### src/rtl/kms_pkg.sv
`default_nettype none
// ----------------------------------------------------------------------------
// Keyboard matrix scanner package
// Matrix dimensions, field widths and the types shared by the scanner files.
// ----------------------------------------------------------------------------
package kms_pkg;

   localparam int NUM_ROWS    = 9;
   localparam int NUM_COLUMNS = 8;

   localparam int COL_FIELD_W = 8;
   localparam int ROW_IDX_W   = 4;
   localparam int TIMEOUT_W   = 8;

   localparam logic [TIMEOUT_W-1:0]   SCAN_TIMEOUT_RESET = TIMEOUT_W'(20);
   localparam logic [NUM_ROWS-1:0]    ROW_MASK           = '1;
   localparam logic [COL_FIELD_W-1:0] COL_MASK           =
      COL_FIELD_W'((64'd1 << NUM_COLUMNS) - 64'd1);
   localparam logic [ROW_IDX_W-1:0]   LAST_ROW           = ROW_IDX_W'(NUM_ROWS - 1);

   typedef struct packed {
      logic [COL_FIELD_W-1:0] idle_columns;
      logic [COL_FIELD_W-1:0] scan_columns;
   } tick_type;

   typedef struct packed {
      logic take;
   } stage_ctl_type;

endpackage
`default_nettype wire

### src/rtl/kms_if.sv
`default_nettype none
// ----------------------------------------------------------------------------
// Keyboard matrix scanner channel interfaces
// Tick request, scan result and timeout register write channels.
// ----------------------------------------------------------------------------
interface kms_req_if;
   import kms_pkg::*;
   logic                   valid;
   logic                   ready;
   logic [COL_FIELD_W-1:0] idle_columns;
   logic [COL_FIELD_W-1:0] scan_columns;

   modport source (output valid, idle_columns, scan_columns, input ready);
   modport sink   (input valid, idle_columns, scan_columns, output ready);
endinterface

interface kms_rsp_if;
   import kms_pkg::*;
   logic                   valid;
   logic                   ready;
   logic [NUM_ROWS-1:0]    row_drive;
   logic                   row_scanned;
   logic [ROW_IDX_W-1:0]   scanned_row;
   logic [COL_FIELD_W-1:0] row_value;
   logic                   row_changed;

   modport source (output valid, row_drive, row_scanned, scanned_row, row_value,
                   row_changed, input ready);
   modport sink   (input valid, row_drive, row_scanned, scanned_row, row_value,
                   row_changed, output ready);
endinterface

interface kms_csr_if;
   import kms_pkg::*;
   logic                 valid;
   logic                 ready;
   logic [TIMEOUT_W-1:0] data;

   modport source (output valid, data, input ready);
   modport sink   (input valid, data, output ready);
endinterface
`default_nettype wire

### src/rtl/kms_input_stage.sv
`default_nettype none
// ----------------------------------------------------------------------------
// Keyboard matrix scanner input stage
// Registers one tick request and holds it until the scan engine takes it.
// ----------------------------------------------------------------------------
module kms_input_stage
   import kms_pkg::*;
(
   input  wire logic     clock,
   input  wire logic     reset,
   kms_req_if.sink       req_chan,
   input  wire logic     engine_take,
   output stage_ctl_type stage_ctl,
   output tick_type      tick
);

   logic     valid_ff;
   logic     valid_in;
   tick_type tick_ff;
   logic     req_fire;

   assign req_chan.ready = !valid_ff || engine_take;
   assign req_fire       = req_chan.valid && req_chan.ready;
   assign valid_in       = req_fire || (valid_ff && !engine_take);

   always_ff @(posedge clock) begin
      if (reset) begin
         valid_ff <= 1'b0;
      end else begin
         valid_ff <= valid_in;
      end
   end

   always_ff @(posedge clock) begin
      if (req_fire) begin
         tick_ff.idle_columns <= req_chan.idle_columns & COL_MASK;
         tick_ff.scan_columns <= req_chan.scan_columns & COL_MASK;
      end
   end

   assign stage_ctl.take  = valid_ff && engine_take;
   assign tick            = tick_ff;

endmodule
`default_nettype wire

### src/rtl/kms_scan_engine.sv
`default_nettype none
// ----------------------------------------------------------------------------
// Keyboard matrix scanner engine
// Holds scan state; works one tick per cycle unless stalled; registers result.
// ----------------------------------------------------------------------------
module kms_scan_engine
   import kms_pkg::*;
(
   input  wire logic                 clock,
   input  wire logic                 reset,
   input  wire stage_ctl_type        stage_ctl,
   input  wire tick_type             tick,
   input  wire logic [TIMEOUT_W-1:0] scan_timeout,
   output logic                      engine_take,
   kms_rsp_if.source                 rsp_chan
);

   logic [TIMEOUT_W-1:0]   count_ff,   count_in;
   logic [ROW_IDX_W-1:0]   row_ff,     row_in;
   logic                   seen_ff,    seen_in;
   logic [NUM_ROWS-1:0]    drive_ff,   drive_in;
   logic [COL_FIELD_W-1:0] last_ff [NUM_ROWS];
   logic [COL_FIELD_W-1:0] last_in [NUM_ROWS];

   logic                   rsp_valid_ff, rsp_valid_in;
   logic [NUM_ROWS-1:0]    drive_out_ff;
   logic                   scanned_ff,  scanned_in;
   logic [ROW_IDX_W-1:0]   srow_ff,     srow_in;
   logic [COL_FIELD_W-1:0] value_ff,    value_in;
   logic                   changed_ff,  changed_in;

   logic                   wake;
   logic                   hit;
   logic [NUM_ROWS-1:0]    drive_a;
   logic [TIMEOUT_W-1:0]   count_a;
   logic [TIMEOUT_W-1:0]   count_b;
   logic                   do_scan;
   logic [ROW_IDX_W-1:0]   row_cur;
   logic [ROW_IDX_W-1:0]   row_next;

   assign engine_take = !rsp_valid_ff || rsp_chan.ready;

   always_comb begin
      wake     = (count_ff == '0) && !seen_ff;
      hit      = |tick.idle_columns;
      drive_a  = wake ? (hit ? '0 : ROW_MASK) : drive_ff;
      count_a  = (wake && hit) ? scan_timeout : count_ff;
      do_scan  = count_a != '0;
      row_cur  = (row_ff > LAST_ROW) ? '0 : row_ff;
      row_next = (row_cur == LAST_ROW) ? '0 : row_cur + ROW_IDX_W'(1);

      count_b    = count_a;
      seen_in    = seen_ff;
      drive_in   = drive_a;
      row_in     = row_ff;
      last_in    = last_ff;
      scanned_in = 1'b0;
      srow_in    = '0;
      value_in   = '0;
      changed_in = 1'b0;

      if (do_scan) begin
         if (row_cur == '0) begin
            seen_in = 1'b0;
         end
         changed_in       = last_ff[row_cur] != tick.scan_columns;
         last_in[row_cur] = tick.scan_columns;
         scanned_in       = 1'b1;
         srow_in          = row_cur;
         value_in         = tick.scan_columns;
         if (tick.scan_columns != '0) begin
            seen_in = 1'b1;
            count_b = scan_timeout;
         end
         drive_in = (drive_a & ~(NUM_ROWS'(1) << row_cur)) | (NUM_ROWS'(1) << row_next);
         row_in   = row_next;
      end

      if (changed_in) begin
         count_in = scan_timeout;
      end else if (count_b != '0) begin
         count_in = count_b - TIMEOUT_W'(1);
      end else begin
         count_in = count_b;
      end

      rsp_valid_in = stage_ctl.take || (rsp_valid_ff && !rsp_chan.ready);
   end

   always_ff @(posedge clock) begin
      if (reset) begin
         count_ff     <= SCAN_TIMEOUT_RESET;
         row_ff       <= '0;
         seen_ff      <= 1'b0;
         drive_ff     <= '0;
         rsp_valid_ff <= 1'b0;
         for (int i = 0; i < NUM_ROWS; i++) begin
            last_ff[i] <= '0;
         end
      end else begin
         rsp_valid_ff <= rsp_valid_in;
         if (stage_ctl.take) begin
            count_ff <= count_in;
            row_ff   <= row_in;
            seen_ff  <= seen_in;
            drive_ff <= drive_in;
            last_ff  <= last_in;
         end
      end
   end

   always_ff @(posedge clock) begin
      if (stage_ctl.take) begin
         drive_out_ff <= drive_in;
         scanned_ff   <= scanned_in;
         srow_ff      <= srow_in;
         value_ff     <= value_in;
         changed_ff   <= changed_in;
      end
   end

   assign rsp_chan.valid       = rsp_valid_ff;
   assign rsp_chan.row_drive   = drive_out_ff;
   assign rsp_chan.row_scanned = scanned_ff;
   assign rsp_chan.scanned_row = srow_ff;
   assign rsp_chan.row_value   = value_ff;
   assign rsp_chan.row_changed = changed_ff;

endmodule
`default_nettype wire

### src/rtl/keyboard_matrix_scanner_core.sv
`default_nettype none
// ----------------------------------------------------------------------------
// Keyboard matrix scanner core
// Scans a nine-row by eight-column key matrix at most one row per tick.
//
//   Channel    Direction  Transfer carries
//   req_chan   in         idle_columns, scan_columns (one tick)
//   rsp_chan   out        row_drive, row_scanned, scanned_row, row_value,
//                         row_changed (one result per tick)
//   csr_chan   in         scan_timeout write data
//
// Every tick passes from request transfer into the input register, then
// through the scan engine into the result register, where its result is valid.
// A new tick is accepted every cycle while the result is not stalled; the
// throughput limit is the state update loop in the scan engine.
// Synchronous reset clears the scan state and sets the timeout to 20 ticks.
// A stalled result holds both stages; the input register still takes one more
// tick while the result waits.
// ----------------------------------------------------------------------------
module keyboard_matrix_scanner_core
   import kms_pkg::*;
(
   input wire logic  clock,
   input wire logic  reset,
   kms_req_if.sink   req_chan,
   kms_rsp_if.source rsp_chan,
   kms_csr_if.sink   csr_chan
);

   logic [TIMEOUT_W-1:0] scan_timeout_ff;
   logic [TIMEOUT_W-1:0] scan_timeout_in;
   stage_ctl_type        stage_ctl;
   tick_type             tick;
   logic                 engine_take;

   assign csr_chan.ready  = 1'b1;
   assign scan_timeout_in = csr_chan.valid ? csr_chan.data : scan_timeout_ff;

   always_ff @(posedge clock) begin
      if (reset) begin
         scan_timeout_ff <= SCAN_TIMEOUT_RESET;
      end else begin
         scan_timeout_ff <= scan_timeout_in;
      end
   end

   kms_input_stage u_input_stage (
      .clock       (clock),
      .reset       (reset),
      .req_chan    (req_chan),
      .engine_take (engine_take),
      .stage_ctl   (stage_ctl),
      .tick        (tick)
   );

   kms_scan_engine u_scan_engine (
      .clock        (clock),
      .reset        (reset),
      .stage_ctl    (stage_ctl),
      .tick         (tick),
      .scan_timeout (scan_timeout_ff),
      .engine_take  (engine_take),
      .rsp_chan     (rsp_chan)
   );

endmodule
`default_nettype wire
### src/flat_wrapper.sv
// flat-port wrapper written by rule: the top's interface ports become plain ports
module keyboard_matrix_scanner_core_flat import kms_pkg::*;
  (clock, reset, req_chan_valid, req_chan_idle_columns, req_chan_scan_columns, req_chan_ready, rsp_chan_valid, rsp_chan_row_drive, rsp_chan_row_scanned, rsp_chan_scanned_row, rsp_chan_row_value, rsp_chan_row_changed, rsp_chan_ready, csr_chan_valid, csr_chan_data, csr_chan_ready);
  kms_req_if req_chan_i ();
  kms_rsp_if rsp_chan_i ();
  kms_csr_if csr_chan_i ();
  input wire logic clock;
  input wire logic reset;
  input wire logic [$bits(req_chan_i.valid)-1:0] req_chan_valid;
  input wire logic [$bits(req_chan_i.idle_columns)-1:0] req_chan_idle_columns;
  input wire logic [$bits(req_chan_i.scan_columns)-1:0] req_chan_scan_columns;
  output wire logic [$bits(req_chan_i.ready)-1:0] req_chan_ready;
  output wire logic [$bits(rsp_chan_i.valid)-1:0] rsp_chan_valid;
  output wire logic [$bits(rsp_chan_i.row_drive)-1:0] rsp_chan_row_drive;
  output wire logic [$bits(rsp_chan_i.row_scanned)-1:0] rsp_chan_row_scanned;
  output wire logic [$bits(rsp_chan_i.scanned_row)-1:0] rsp_chan_scanned_row;
  output wire logic [$bits(rsp_chan_i.row_value)-1:0] rsp_chan_row_value;
  output wire logic [$bits(rsp_chan_i.row_changed)-1:0] rsp_chan_row_changed;
  input wire logic [$bits(rsp_chan_i.ready)-1:0] rsp_chan_ready;
  input wire logic [$bits(csr_chan_i.valid)-1:0] csr_chan_valid;
  input wire logic [$bits(csr_chan_i.data)-1:0] csr_chan_data;
  output wire logic [$bits(csr_chan_i.ready)-1:0] csr_chan_ready;
  assign req_chan_i.valid = req_chan_valid;
  assign req_chan_i.idle_columns = req_chan_idle_columns;
  assign req_chan_i.scan_columns = req_chan_scan_columns;
  assign req_chan_ready = req_chan_i.ready;
  assign rsp_chan_valid = rsp_chan_i.valid;
  assign rsp_chan_row_drive = rsp_chan_i.row_drive;
  assign rsp_chan_row_scanned = rsp_chan_i.row_scanned;
  assign rsp_chan_scanned_row = rsp_chan_i.scanned_row;
  assign rsp_chan_row_value = rsp_chan_i.row_value;
  assign rsp_chan_row_changed = rsp_chan_i.row_changed;
  assign rsp_chan_i.ready = rsp_chan_ready;
  assign csr_chan_i.valid = csr_chan_valid;
  assign csr_chan_i.data = csr_chan_data;
  assign csr_chan_ready = csr_chan_i.ready;
  keyboard_matrix_scanner_core u_core (.clock(clock), .reset(reset), .req_chan(req_chan_i), .rsp_chan(rsp_chan_i), .csr_chan(csr_chan_i));
endmodule
### config.mk
export PLATFORM = sky130hd
export DESIGN_NAME = keyboard_matrix_scanner_core_flat
export DESIGN_NICKNAME = d
export VERILOG_FILES = /design/src/rtl/kms_pkg.sv /design/src/rtl/kms_if.sv /design/src/rtl/kms_input_stage.sv /design/src/rtl/kms_scan_engine.sv /design/src/rtl/keyboard_matrix_scanner_core.sv /design/src/flat_wrapper.sv
export SDC_FILE = /design/constraint.sdc
export NUM_CORES = 1
export LEC_CHECK = 0
export ABC_AREA = 1
export BUFFER_PORTS_ARGS = -buffer_cell sky130_fd_sc_hd__buf_2
export CAP_MARGIN = 20
export CORE_MARGIN = 2
export CORE_UTILIZATION = 40
export CTS_BUF_LIST = sky130_fd_sc_hd__clkbuf_16
export CTS_CLUSTER_SIZE = 16
export DETAILED_ROUTE_END_ITERATION = 7
export PLACE_DENSITY = 0.68
export SLEW_MARGIN = 20
export SYNTH_ARGS = -nofsm -noshare
export SYNTH_HDL_FRONTEND = slang
export SYNTH_HIERARCHICAL = 1
export SYNTH_SLANG_ARGS = --single-unit
### constraint.sdc
create_clock -name clock -period 2.7 [get_ports clock]
set_input_delay 0.27 -clock clock [delete_from_list [all_inputs] [get_ports clock]]
set_output_delay 0.27 -clock clock [all_outputs]
set_load 0.02 [all_outputs]
Word level (Yosys, flattened, before mapping)
Cells that the tools add are included.
{ "word_totals": {"ff_bits": 143, "input_bits": 29, "out_inout_bits": 26, "word_cells": 81} }
{ "op_classes": {"addsub": 2, "magnitude_cmp": 3, "eq_ne": 2, "shifts": 2, "mux": 20, "bitwise_logic": 4, "n_reduce_logical": 25} }
{ "op_table": {"columns": ["op", "n"], "rows": [
  ["$bwmux 72", 1],
  ["$mux 8", 8],
  ["$bmux 8 s4", 1],
  ["$demux 8 s4", 1],
  ["$mux 9", 3],
  ["$reduce_bool 8->1", 3],
  ["$shl 1x4->9 const A", 2],
  ["$and 9x9->9", 1],
  ["$not 9->9", 1],
  ["$or 9x9->9", 1],
  ["$logic_not 8->1", 1],
  ["$mux 4", 2],
  ["$ne 8x8->1", 1],
  ["$reduce_or 8->1", 1],
  ["$sub 8x1->8 const B", 1],
  ["$logic_and 1x1->1", 7],
  ["$ge 5x5->1 const B", 1],
  ["$logic_not 1->1", 5],
  ["$lt 5x1->1 const B", 1],
  ["$not 4->5", 1],
  ["$add 4x1->4 const B", 1],
  ["$eq 4x4->1 const B", 1],
  ["$gt 4x4->1 const B", 1],
  ["$logic_not 4->1", 1],
  ["5 further kinds", 11]
]} }

Longest topological paths before layout
Gate-level depths: netlist (run 1).
{ "depth": {"depth_word": 9, "depth_mapped": 22, "mapped_depth_nobuf": 19} }

By module
The synthesis (run 1) kept the hierarchy.
{ "by_module_without_submodules": {"columns": ["mod", "n_inst", "cells_per_inst", "area_per_inst_um2", "seq_area_each_um2"], "rows": [
  ["kms_scan_engine", 1, 863, 6172.2, 2592.5],
  ["kms_input_stage", 1, 24, 535.5, 500.5],
  ["keyboard_matrix_scanner_core", 1, 49, 327.8, 160.2]
]} }

Worst setup path before layout (run 1)
OpenSTA, ideal clock, no wires.
{ "synth_timing": {"path_type": "register -> register", "start": "register u_core.u_input_stage.tick_ff (netlist bit u_core/u_input_stage/tick[8])", "end": "register u_core.u_scan_engine.count_ff[5]", "setup_time_ns": 0.117, "arrival_time_ns": 2.275, "t_required_ns": 2.583, "path_slack_ns": 0.307, "path_stages_with_launch": 23, "path_buffers": 3, "period_less_slack_ns": 2.393, "path_cell_list": "edfxtp_1 inv_1 nand2_1 nor2_1 nand2_2 nand2_4 buf_6 nand2_1 nand2_1 nand2_2 nor2_4 nand2_8 buf_6 buf_6 nand2_1 ha_1 nand2_1 inv_1 nand2_2 nand2_2 inv_2 a21oi_1 nor2_1"} }
{ "synth_via": {"elab_chain_len": 8, "word_cells_on_any_way": 11, "classes_between": "1 x add/sub; 6 x mux; 4 x reduce/logical"} }
{ "synth_rtl": {"columns": ["element", "line_no", "source"], "rows": [
  ["from (decl)", "kms_input_stage.sv:19", "tick_type tick_ff;"],
  ["$reduce_or 8->1 (*)", "kms_scan_engine.sv:45", "hit = |tick.idle_columns;"],
  ["$logic_and 1x1->1 (*)", "kms_scan_engine.sv:47", "count_a = (wake && hit) ? scan_timeout : count_ff;"],
  ["$mux 8 (*)", "kms_scan_engine.sv:47", null],
  ["$reduce_bool 8->1 (*)", "kms_scan_engine.sv:48", "do_scan = count_a != '0;"],
  ["net u_core.u_scan_engine.do_scan", "kms_scan_engine.sv:37", "logic do_scan;"],
  ["$mux 8", "kms_scan_engine.sv:62", "if (do_scan) begin"],
  ["$sub 8x1->8 or $reduce_bool 8->1 (tied branches)", "kms_scan_engine.sv:82, kms_scan_engine.sv:81", null],
  ["$mux 8", "kms_scan_engine.sv:81", "end else if (count_b != '0) begin"],
  ["$mux 8 (*)", "kms_scan_engine.sv:79", "if (changed_in) begin"],
  ["to (signal assigned)", "kms_scan_engine.sv:103", "count_ff <= count_in;"],
  ["to (decl)", "kms_scan_engine.sv:18", "logic [TIMEOUT_W-1:0] count_ff, count_in;"]
]} }
Mark *: on every way through the listed nets, which the timed path passes. The rest lies on a longest branch.
A chain may end at the register's enable or synchronous reset.

Worst setup path in the final report (run 1)
{ "layout_timing": {"start": "register u_core.u_input_stage.tick_ff (netlist bit u_core/u_input_stage/tick[2])", "end": "register u_core.u_scan_engine.count_ff[6]"} }
{ "layout_via": {"elab_chain_len": 6, "word_cells_on_any_way": 9, "classes_between": "1 x add/sub; 1 x eq/ne; 5 x mux; 2 x reduce/logical"} }
{ "layout_rtl": {"columns": ["element", "line_no", "source"], "rows": [
  ["$reduce_bool 8->1", "kms_scan_engine.sv:71", "if (tick.scan_columns != '0) begin"],
  ["$mux 8", "kms_scan_engine.sv:71", null],
  ["$mux 8", "kms_scan_engine.sv:62", null],
  ["$sub 8x1->8 or $reduce_bool 8->1 (tied branches)", "kms_scan_engine.sv:82, kms_scan_engine.sv:81", null],
  ["$mux 8", "kms_scan_engine.sv:81", null],
  ["$mux 8 (*)", "kms_scan_engine.sv:79", null]
]} }
Every way passes the cells marked *; elsewhere a longest branch is shown, timed or not.

==> results of run 1 <==
## logic make-up after synthesis
logic type,count (synthesis),synth area share
flip-flops,143,0.462
adder cells (fa/ha/maj),8,0.0142
AO/OA/AOI/OAI,232,0.175
other,1,0.000533
AND/OR/NAND/NOR,369,0.235
buffers and inverters,179,0.108
XOR/XNOR,4,0.00498
## cell type report
type                       count  share of cell area
multi-input combinational    615               0.364
clock inverter                14              0.0205
clock buffer                  18              0.0535
sequential                   143               0.387
tap                          225              0.0334
inverter                     130              0.0583
timing repair buffer         104              0.0835
## sequential cells by signal, summed over array words and instances, names as in the netlist
name and flops:
u_core/u_scan_engine/seen_ff 1, u_core/scan_timeout_ff 8, u_core/u_scan_engine/rsp_chan.row_drive 9, u_core/u_scan_engine/rsp_chan.row_value 8
u_core/u_scan_engine/last_ff 72, u_core/u_scan_engine/rsp_chan.scanned_row 4, u_core/u_scan_engine/rsp_chan.row_scanned 1, u_core/u_scan_engine/row_ff 4
u_core/u_scan_engine/drive_ff 9, u_core/u_scan_engine/rsp_chan.row_changed 1, u_core/u_scan_engine/count_ff 8, u_core/u_input_stage/valid_ff 1
u_core/u_input_stage/tick 16, u_core/u_scan_engine/rsp_chan.valid 1
## through the flow
step / total power, W / utilization / std cells
floorplan: 0.00288 / - / 936
global placement: 0.00311 / 0.445 / 1208
detailed placement: 0.00312 / 0.445 / 1208
CTS: 0.00559 / 0.485 / 1247
global route: 0.00579 / 0.488 / 1249
finish: 0.00557 / 0.488 / 1249
## worst max-delay path, cell delays in order, from the launching register on
cell	delay (ps)
edfxtp_1	400
inv_1	220
nand4_1	180
nor2_4	270
inv_2	130
nand2_1	70
o21ai_0	170
o21ai_1	290
nand2_1	110
inv_1	80
nand2_2	90
nand2_2	100
inv_2	50
a21oi_1	160
nor2_1	60
## worst min-delay path by stage
stage | to | from | slack (ps)
floorplan | u_core/u_input_stage/valid_ff | reset | 330
global placement | u_core/u_scan_engine/last_ff[12] | u_core/u_scan_engine/last_ff[12] | 430
detailed placement | u_core/u_scan_engine/last_ff[10] | u_core/u_scan_engine/last_ff[10] | 440
CTS | u_core/u_input_stage/tick[12] | req_chan_idle_columns[4] | 0.2
global route | u_core/u_input_stage/tick[9] | req_chan_idle_columns[1] | 7
finish | u_core/u_input_stage/tick[9] | req_chan_idle_columns[1] | 20
## layout by cell type (no fill, tap or decap), drive strengths merged, types with 3 or more instances in the layout
| master | Yosys | layout |
|---|---|---|
| nand2 | 206 | 206 |
| inv | 130 | 134 |
| o21ai | 117 | 117 |
| dfxtp | 104 | 104 |
| a21oi | 100 | 100 |
| buf | 28 | 97 |
| nor2 | 79 | 80 |
| nand3 | 72 | 72 |
| edfxtp | 39 | 39 |
| clkbuf | 21 | 18 |
| nand4 | 10 | 10 |
| ha | 8 | 8 |
| dlygate4sd3 | 0 | 7 |
| o22ai | 6 | 6 |
| clkinv | 0 | 4 |
| bufinv | 0 | 4 |
| o211ai | 4 | 4 |
| o32ai | 3 | 3 |
## per-layer routing
| layer | wire [um] | vias up | share of wire |
|---|---|---|---|
| met4 | 300 | 0 | 0.017 |
| met1 | 8500 | 2885 | 0.47 |
| met3 | 963 | 28 | 0.053 |
| li1 | - | 3202 | - |
| met5 | 0 | - | 0 |
| met2 | 8350 | 193 | 0.46 |
## power by group
part           internal (W)  total, W  leakage (nW)  switching, W
Clock               0.00158   0.00247         0.315      0.000889
Combinational      0.000263  0.000758          2.10      0.000495
Sequential          0.00230   0.00234          1.21     0.0000382
Total               0.00415   0.00557          3.63       0.00142
## repair_timing
action | 4_1_cts | 5_1_grt
setup buffers | 0 | 1
endpoints found under the hold margin | 7 | 0
hold buffers | 7 | 0
setup endpoints to repair | 0 | 34
resized for setup | 0 | 9
==> out/results.txt, run 1 <==
FFs w/ async S/R, synth: 0
first-pass detailed-route iteration total: 5
GR Layer Usage met1: 0.271
Worst slew margin: 0.641
Fin. Hold Viols: 0
gr busiest metal: met2
Hold Path Depth: 1
Avg Cell Area, Syn: 7.52 um2
CP max FO: 10
GR Util met3: 0.0385
M2 GR Usage: 0.316
Area Overhead vs Synth: 19.7%
post-synth top area share: 0.296
WL final: 18.1 mm
vias in the first global route: 5668
Slew @ Worst Pin: 538 ps
Seq/Total Area, Yosys: 0.462
critical path endpoint category: flop
detailed router's first-iteration violation count: 567
drt drc: 0
Site Rows: 48
RSZ-0062 raised after global routing: false
I/O Buffers: 53
area leader, netlist: dfxtp_1
Post-layout nets: 1048
final hold slack: 15.9 ps
CP Launch Point: u_core/u_input_stage/tick[2]
detailed placement HPWL: 12.2 mm
max-cap viol count: 0
worst min path class: in2reg
Die Width: 137 um
FF-to-FF path depth: 14
Synth Instances: 936
DRT antenna net count: 0
Post-synth EDFFs: 39
antenna violations before repair: 0
maximum VDD drop: 0.000493 V
worst skew pair latency: 430 ps
Clock Sinks: 143
area occupied by multi-input gates: 3070 um2
die area: 18700 um2
ANT cells: 0
Req. time, crit path: 3010 ps
reg-to-reg startpoint: u_core/u_input_stage/tick[2]
share of cells above drive strength 1: 0.174
gr ovfl total: 0
Period Utilization, post-route: 0.920
WL/cell: 14.5 um
Fin Setup TNS: 0 ps
Final min period: 2480 ps
yosys warns: 6
CTS tree: built
Post-Place Cell Area: 7670 um2
Reg-to-Reg End: u_core/u_scan_engine/count_ff[6]
Yosys reg bits: 143
Die Ht: 137 um
design area: 8420 um2
Core ar.: 17200 um2
Max Clock Skew: 8.07 ps
synth top area cells: dfxtp_1 30%, edfxtp_1 17%, nand2_1 10%, a21oi_1 6.9%, o21ai_0 6.9%
final setup violation count: 0
GPL Wtd Cong: 0.882
Mapped Nets: 973
leakage power: 3.63 nW
I/O pin cnt: 55
fillcell total: 1664
Clock transition at path regs: 60 ps
clock root buffer master: clkbuf_16
first-pass GRT wire length: 28.9 mm
Synth Cell Area: 7040 um2
register area: 3250 um2
Synth cell types: 36
setup ws final: 217 ps
GRT Overall Usage: 0.200
power per cell area: 661 nW/um2
R2R setup slack: 220 ps
Max Slew Vio Count: 0
CP Class: reg2reg
TritonCTS Buffers: 17
cell with the most instances after synthesis: nand2_1
dominant synthesized flop cell: dfxtp_1
initial core utilization: 0.408
status: finished clean
crit path to: u_core/u_scan_engine/count_ff[6]
most instantiated cells after synthesis: 191 x nand2_1, 120 x inv_1, 104 x dfxtp_1, 97 x a21oi_1, 97 x o21ai_0
vias: 6308
CP startpoint kind: flop
CTS Buffer Depth: 2
Post-Place Setup Slack: 131 ps
largest net degree at the start of global routing: 59
Fmax: 403 MHz
CP arrival: 2800 ps
H-tree Lvls: 4
DR vias/cell: 5.05
No activity file was read; power rests on OpenSTA's default activity.
==> run 2: changes to the inputs <==
--- a/config.mk
+++ b/config.mk
@@ -8,13 +8,13 @@
 export ABC_AREA = 1
 export BUFFER_PORTS_ARGS = -buffer_cell sky130_fd_sc_hd__buf_2
 export CAP_MARGIN = 20
+export CORE_ASPECT_RATIO = 0.5
 export CORE_MARGIN = 2
 export CORE_UTILIZATION = 40
 export CTS_BUF_LIST = sky130_fd_sc_hd__clkbuf_16
 export CTS_CLUSTER_SIZE = 16
 export DETAILED_ROUTE_END_ITERATION = 7
 export PLACE_DENSITY = 0.68
-export SLEW_MARGIN = 20
 export SYNTH_ARGS = -nofsm -noshare
 export SYNTH_HDL_FRONTEND = slang
 export SYNTH_HIERARCHICAL = 1
==> out/results.txt, run 2 (synthesis results as in run 1) <==
number of flip-flops in the largest register: 72 (unchanged)
GPL Wtd Cong: 0.955 (was 0.882)
share of cells above drive strength 1: 0.178 (was 0.174)
Fmax: 402 MHz (was 403 MHz)
Period Utilization, post-route: 0.921 (was 0.920)
vias: 6402 (was 6308)
status: finished clean (unchanged)
most frequent cells in the layout: 188 x nand2_1, 120 x inv_1, 104 x dfxtp_1 (was 189 x nand2_1, 122 x inv_1, 103 x dfxtp_1)
H-tree Lvls: 4 (unchanged)
Hold Path Depth: 1 (unchanged)
Fin. Hold Viols: 0 (unchanged)
Post-layout nets: 1043 (was 1048)
Worst slew margin: 0.648 (was 0.641)
I/O Buffers: 53 (unchanged)
Area Overhead vs Synth: 17.7% (was 19.7%)
WL/cell: 15.3 um (was 14.5 um)
CP arrival: 2800 ps (about the same)
Fin Setup TNS: 0 ps (unchanged)
worst hold start: req_chan_idle_columns[7] (was req_chan_idle_columns[1])
CP startpoint kind: flop (unchanged)
vias in the first global route: 5941 (was 5668)
Max Slew Vio Count: 0 (unchanged)
leakage power: 3.54 nW (was 3.63 nW)
maximum VDD drop: 0.000422 V (was 0.000493 V)
reg-to-reg startpoint: u_core/u_scan_engine/count_ff[1] (was u_core/u_input_stage/tick[2])
die area: 18700 um2 (about the same)
largest net degree at the start of global routing: 64 (was 59)
Final min period: 2490 ps (was 2480 ps)
worst skew pair latency: 420 ps (was 430 ps)
DRT antenna net count: 0 (unchanged)
CTS Buffer Depth: 2 (unchanged)
Clock Sinks: 143 (unchanged)
initial core utilization: 0.406 (was 0.408)
Clock transition at path regs: 60 ps (about the same)
DR vias/cell: 5.11 (was 5.05)
Slew @ Worst Pin: 527 ps (was 538 ps)
first-pass GRT wire length: 31.0 mm (was 28.9 mm)
I/O pin cnt: 55 (unchanged)
Hold-fix buffers, CTS: 0 (was 7)
placed insts: 1220 (was 1208)
Core ar.: 17300 um2 (was 17200 um2)
max-cap viol count: 0 (unchanged)
clock root buffer master: clkbuf_16 (unchanged)
drt drc: 0 (unchanged)
CTS tree: built (unchanged)
Die Width: 192 um (was 137 um)
power per cell area: 635 nW/um2 (was 661 nW/um2)
CP Class: reg2reg (unchanged)
final setup violation count: 0 (unchanged)
final total power: 0.00526 W (was 0.00557 W)
critical path endpoint category: flop (unchanged)
WL final: 19.1 mm (was 18.1 mm)
Reg-to-Reg End: u_core/u_scan_engine/count_ff[6] (unchanged)
commonest non-fill, non-tap cell in the layout: nand2_1 (unchanged)
TritonCTS Buffers: 17 (unchanged)
Site Rows: 34 (was 48)
CP max FO: 24 (was 10)
RSZ-0062 raised after global routing: false (unchanged)
gr ovfl total: 0 (unchanged)
fin cells: 1253 (was 1249)
antenna violations before repair: 0 (unchanged)
worst min path class: in2reg (unchanged)
Max Clock Skew: 7.15 ps (was 8.07 ps)
Hold Path Sink: u_core/u_input_stage/tick[15] (was u_core/u_input_stage/tick[9])
detailed router's first-iteration violation count: 683 (was 567)
Die Ht: 97.8 um (was 137 um)
FF-to-FF path depth: 17 (was 14)
detailed placement HPWL: 13.6 mm (was 12.2 mm)
R2R setup slack: 210 ps (was 220 ps)
ANT cells: 0 (unchanged)
GRT Overall Usage: 0.211 (was 0.200)
Biggest register: u_core/u_scan_engine/last_ff (unchanged)
Req. time, crit path: 3010 ps (about the same)
first-pass detailed-route iteration total: 5 (unchanged)
==> run 2: cell count changes in the layout (fill, tap and decap cells not counted), sizes merged, moves of 2 or more <==
cell | before | now
clkinvlp | 2 | 7
bufinv | 4 | 0
dlygate4sd3 | 7 | 0
inv | 134 | 136
buf | 97 | 100
clkinv | 4 | 2
==> run 2: worst max-delay path, stage by stage, from the launching register on <==
cell	delay (ps)
dfxtp_1	350
nor2_2	130
nand3_2	130
nor2_8	230
nand3_1	130
nand2_1	90
nand2_1	80
nor2_4	170
nand2_8	160
nand2_1	150
ha_1	150
nand2_1	60
inv_1	80
nand2_2	90
nand2_2	90
inv_2	50
a21oi_1	170
nor2_1	60
==> run 2: routing by layer <==
layer / track usage / vias to the layer above / routed length (um)
li1: - / 3193 / -
met5: 0.00769 / - / 0
met1: 0.292 / 2944 / 8780
met2: 0.323 / 229 / 8550
met3: 0.0492 / 36 / 1440
met4: 0.0722 / 0 / 357
==> run 2: worst max-delay path by stage <==
| stage | from | end | slack, ps | cells past startpoint |
|---|---|---|---|---|
| 2_1_floorplan | u_core/u_input_stage/tick[8] | u_core/u_scan_engine/count_ff[5] | 310 | 22 |
| 3_3_place_gp | u_core/u_scan_engine/count_ff[7] | u_core/u_scan_engine/last_ff[23] | 180 | 14 |
| 3_5_place_dp | u_core/u_scan_engine/count_ff[1] | u_core/u_scan_engine/last_ff[19] | 130 | 14 |
| 4_1_cts | u_core/u_scan_engine/count_ff[1] | u_core/u_scan_engine/last_ff[19] | 100 | 14 |
| 5_1_grt | u_core/u_input_stage/tick[15] | u_core/u_scan_engine/count_ff[6] | 20 | 18 |
| 6_report | u_core/u_scan_engine/count_ff[1] | u_core/u_scan_engine/count_ff[6] | 210 | 17 |
==> run 2: cell type report <==
cell class / instances / area [um2]
Fill cell: 1699 / 9030
Sequential cell: 143 / 3250
Multi-Input combinational cell: 614 / 3060
Timing Repair Buffer: 100 / 647
Inverter: 130 / 493
Clock buffer: 17 / 425
Tap cell: 234 / 293
Clock inverter: 15 / 113
==> run 2: stage by stage <==
step | area (um2) | hold WS, ps | setup WS (ps) | utilization
final | 8280 | 21.9 | 214 | 0.478
after global routing | 8280 | 5.86 | 15.5 | 0.478
after CTS | 8230 | 11.5 | 96.7 | 0.475
after detailed placement | 7690 | 441 | 135 | 0.444
after global placement | 7690 | 436 | 184 | 0.444
after floorplan | 7040 | 332 | 307 | -
==> run 2: power breakdown <==
part,leakage [nW],switching [W],internal (W)
Combinational,2.08,0.000501,0.000259
Clock,0.244,0.000980,0.00118
Sequential,1.21,0.0000417,0.00230
Total,3.54,0.00152,0.00374
==> run 2: what timing repair did <==
item                                    in CTS  in global routing
resized for setup                            0                 11
setup buffers                                0                  1
endpoints found under the setup margin       0                 58
==> run 3: changes to the inputs <==
==> constraint.sdc (replaced) <==
create_clock -name clock -period 2.45 [get_ports clock]
set_input_delay 0.245 -clock clock [delete_from_list [all_inputs] [get_ports clock]]
set_output_delay 0.245 -clock clock [all_outputs]
set_load 0.02 [all_outputs]
==> out/results.txt, run 3 (synthesis results as in run 1) <==
Slew @ Worst Pin: 564 ps (was 527 ps)
reg-to-reg startpoint: u_core/u_scan_engine/count_ff[2] (was u_core/u_scan_engine/count_ff[1])
CP Launch Point: u_core/u_scan_engine/count_ff[2] (was u_core/u_scan_engine/count_ff[1])
GPL Wtd Cong: 0.972 (was 0.955)
maximum VDD drop: 0.000405 V (was 0.000422 V)
Period Utilization, post-route: 0.992 (was 0.921)
gr ovfl total: 0 (unchanged)
Biggest register: u_core/u_scan_engine/last_ff (unchanged)
GRT Overall Usage: 0.215 (was 0.211)
max-cap viol count: 0 (unchanged)
Clock Sinks: 143 (unchanged)
DRT antenna net count: 0 (unchanged)
vias: 6679 (was 6402)
share of cells above drive strength 1: 0.242 (was 0.178)
CTS Buffer Depth: 2 (unchanged)
Die Ht: 97.8 um (unchanged)
largest net degree at the start of global routing: 59 (was 64)
power per cell area: 675 nW/um2 (was 635 nW/um2)
placed insts: 1239 (was 1220)
drt drc: 0 (unchanged)
final setup violation count: 0 (unchanged)
R2R setup slack: 20 ps (was 210 ps)
Die Width: 192 um (unchanged)
crit path to: u_core/u_scan_engine/count_ff[6] (unchanged)
area occupied by multi-input gates: 3310 um2 (was 3060 um2)
status: finished clean (unchanged)
first-pass GRT wire length: 31.7 mm (was 31.0 mm)
I/O pin cnt: 55 (unchanged)
Max Slew Vio Count: 0 (unchanged)
worst skew pair latency: 430 ps (was 420 ps)
CTS tree: built (unchanged)
I/O Buffers: 53 (unchanged)
clock root buffer master: clkbuf_16 (unchanged)
Post-layout nets: 1093 (was 1043)
Final min period: 2430 ps (was 2490 ps)
vias in the first global route: 6105 (was 5941)
setup ws final: 19.4 ps (was 214 ps)
CP arrival: 2740 ps (was 2800 ps)
DR vias/cell: 5.13 (was 5.11)
RSZ-0062 raised after global routing: true (was false)
detailed router's first-iteration violation count: 756 (was 683)
Req. time, crit path: 2760 ps (was 3010 ps)
die area: 18700 um2 (unchanged)
first-pass detailed-route iteration total: 6 (was 5)
H-tree Lvls: 4 (unchanged)
ANT cells: 0 (unchanged)
TritonCTS Buffers: 17 (unchanged)
WL/cell: 15.7 um (was 15.3 um)
commonest non-fill, non-tap cell in the layout: nand2_1 (unchanged)
detailed placement HPWL: 13.8 mm (was 13.6 mm)
Worst slew margin: 0.620 (was 0.648)
CP max FO: 5 (was 24)
Fmax: 411 MHz (was 402 MHz)
worst min path class: in2reg (unchanged)
Site Rows: 34 (unchanged)
CP Class: reg2reg (unchanged)
Area Overhead vs Synth: 28.2% (was 17.7%)
WL final: 20.5 mm (was 19.1 mm)
leakage power: 3.88 nW (was 3.54 nW)
initial core utilization: 0.406 (unchanged)
Fin. Hold Viols: 0 (unchanged)
fillcell total: 1637 (was 1699)
fin util: 0.521 (was 0.478)
Reg-to-Reg End: u_core/u_scan_engine/count_ff[6] (unchanged)
antenna violations before repair: 0 (unchanged)
CP startpoint kind: flop (unchanged)
fin cells: 1303 (was 1253)
number of flip-flops in the largest register: 72 (unchanged)
Fin Setup TNS: 0 ps (unchanged)
Post-Place Setup Slack: -16.2 ps (was 135 ps)
FF-to-FF path depth: 18 (was 17)
Clock transition at path regs: 60 ps (about the same)
register area: 3260 um2 (was 3250 um2)
Max Clock Skew: 9.98 ps (was 7.15 ps)
critical path endpoint category: flop (unchanged)
Core ar.: 17300 um2 (unchanged)
most frequent cells in the layout: 176 x nand2_1, 118 x inv_1, 99 x dfxtp_1 (was 188 x nand2_1, 120 x inv_1, 104 x dfxtp_1)
==> run 3: cell count changes in the layout (fill, tap and decap cells not counted), moves of 7 or more <==
cell / before / now
buf_4: 44 / 70
nand2_1: 188 / 176
nand2_2: 12 / 19
o21ai_0: 97 / 88
dlygate4sd3_1: 0 / 14
==> run 3: worst max-delay path, cell delays in order, from the launching register on <==
cell      delay, ps
dfxtp_4         360
nor2_4          130
nand3_4         100
nor2_8          140
buf_12          130
nand3b_1         90
nand2_2          80
nand2_2          60
nor2_4          260
nand2_4         150
buf_6           150
o21ai_2          60
nand2_2         100
inv_2            90
nand2_4          80
nand2_4          80
inv_4            40
a21oi_2         120
nor2_1           70
==> run 3: repair_timing <==
item,in CTS,in global routing
setup buffers,1,14
pin swaps,1,29
setup endpoints to repair,2,79
gates resized for setup,1,91
hold buffers,14,0
hold endpoints to repair,14,0
gates cloned,0,3
==> run 3: cell type report <==
cell class,count,share of cell area
multi-input combinational,616,0.367
sequential,143,0.362
timing repair buffer,148,0.120
inverter,130,0.0549
clock buffer,17,0.0472
tap,234,0.0325
clock inverter,15,0.0165
==> run 3: through the flow <==
stage	hold WS (ps)	power [W]	area, um2
after floorplan	307	0.00318	7040
after global placement	423	0.00346	7830
after detailed placement	423	0.00347	7830
after CTS	1.59	0.00602	8560
after global routing	2.81	0.00631	9020
final	4.29	0.00609	9020
==> run 3: worst min path at each step <==
stage / slack, ps / from / endpoint / cells after the start
final: 4 / req_chan_scan_columns[7] / u_core/u_input_stage/tick[7] / 1
after detailed placement: 420 / req_chan_idle_columns[7] / u_core/u_input_stage/tick[15] / 1
after floorplan: 310 / reset / u_core/u_input_stage/valid_ff / 1
after global placement: 420 / req_chan_scan_columns[4] / u_core/u_input_stage/tick[4] / 1
after CTS: 2 / req_chan_scan_columns[7] / u_core/u_input_stage/tick[7] / 1
after global routing: 3 / req_chan_scan_columns[7] / u_core/u_input_stage/tick[7] / 1
==> run 3: routing by layer <==
layer	vias up	global-route usage	wire length [um]
met4	0	0.0669	390
li1	3296	-	-
met5	-	0	0
met1	3071	0.298	9340
met3	37	0.0370	1440
met2	275	0.345	9300
==> run 3: power breakdown <==
| group | switching (W) | internal (W) | total, W |
|---|---|---|---|
| sequential | 0.0000482 | 0.00253 | 0.00258 |
| clock | 0.00112 | 0.00143 | 0.00255 |
| combinational | 0.000603 | 0.000355 | 0.000958 |
| total | 0.00178 | 0.00432 | 0.00609 |
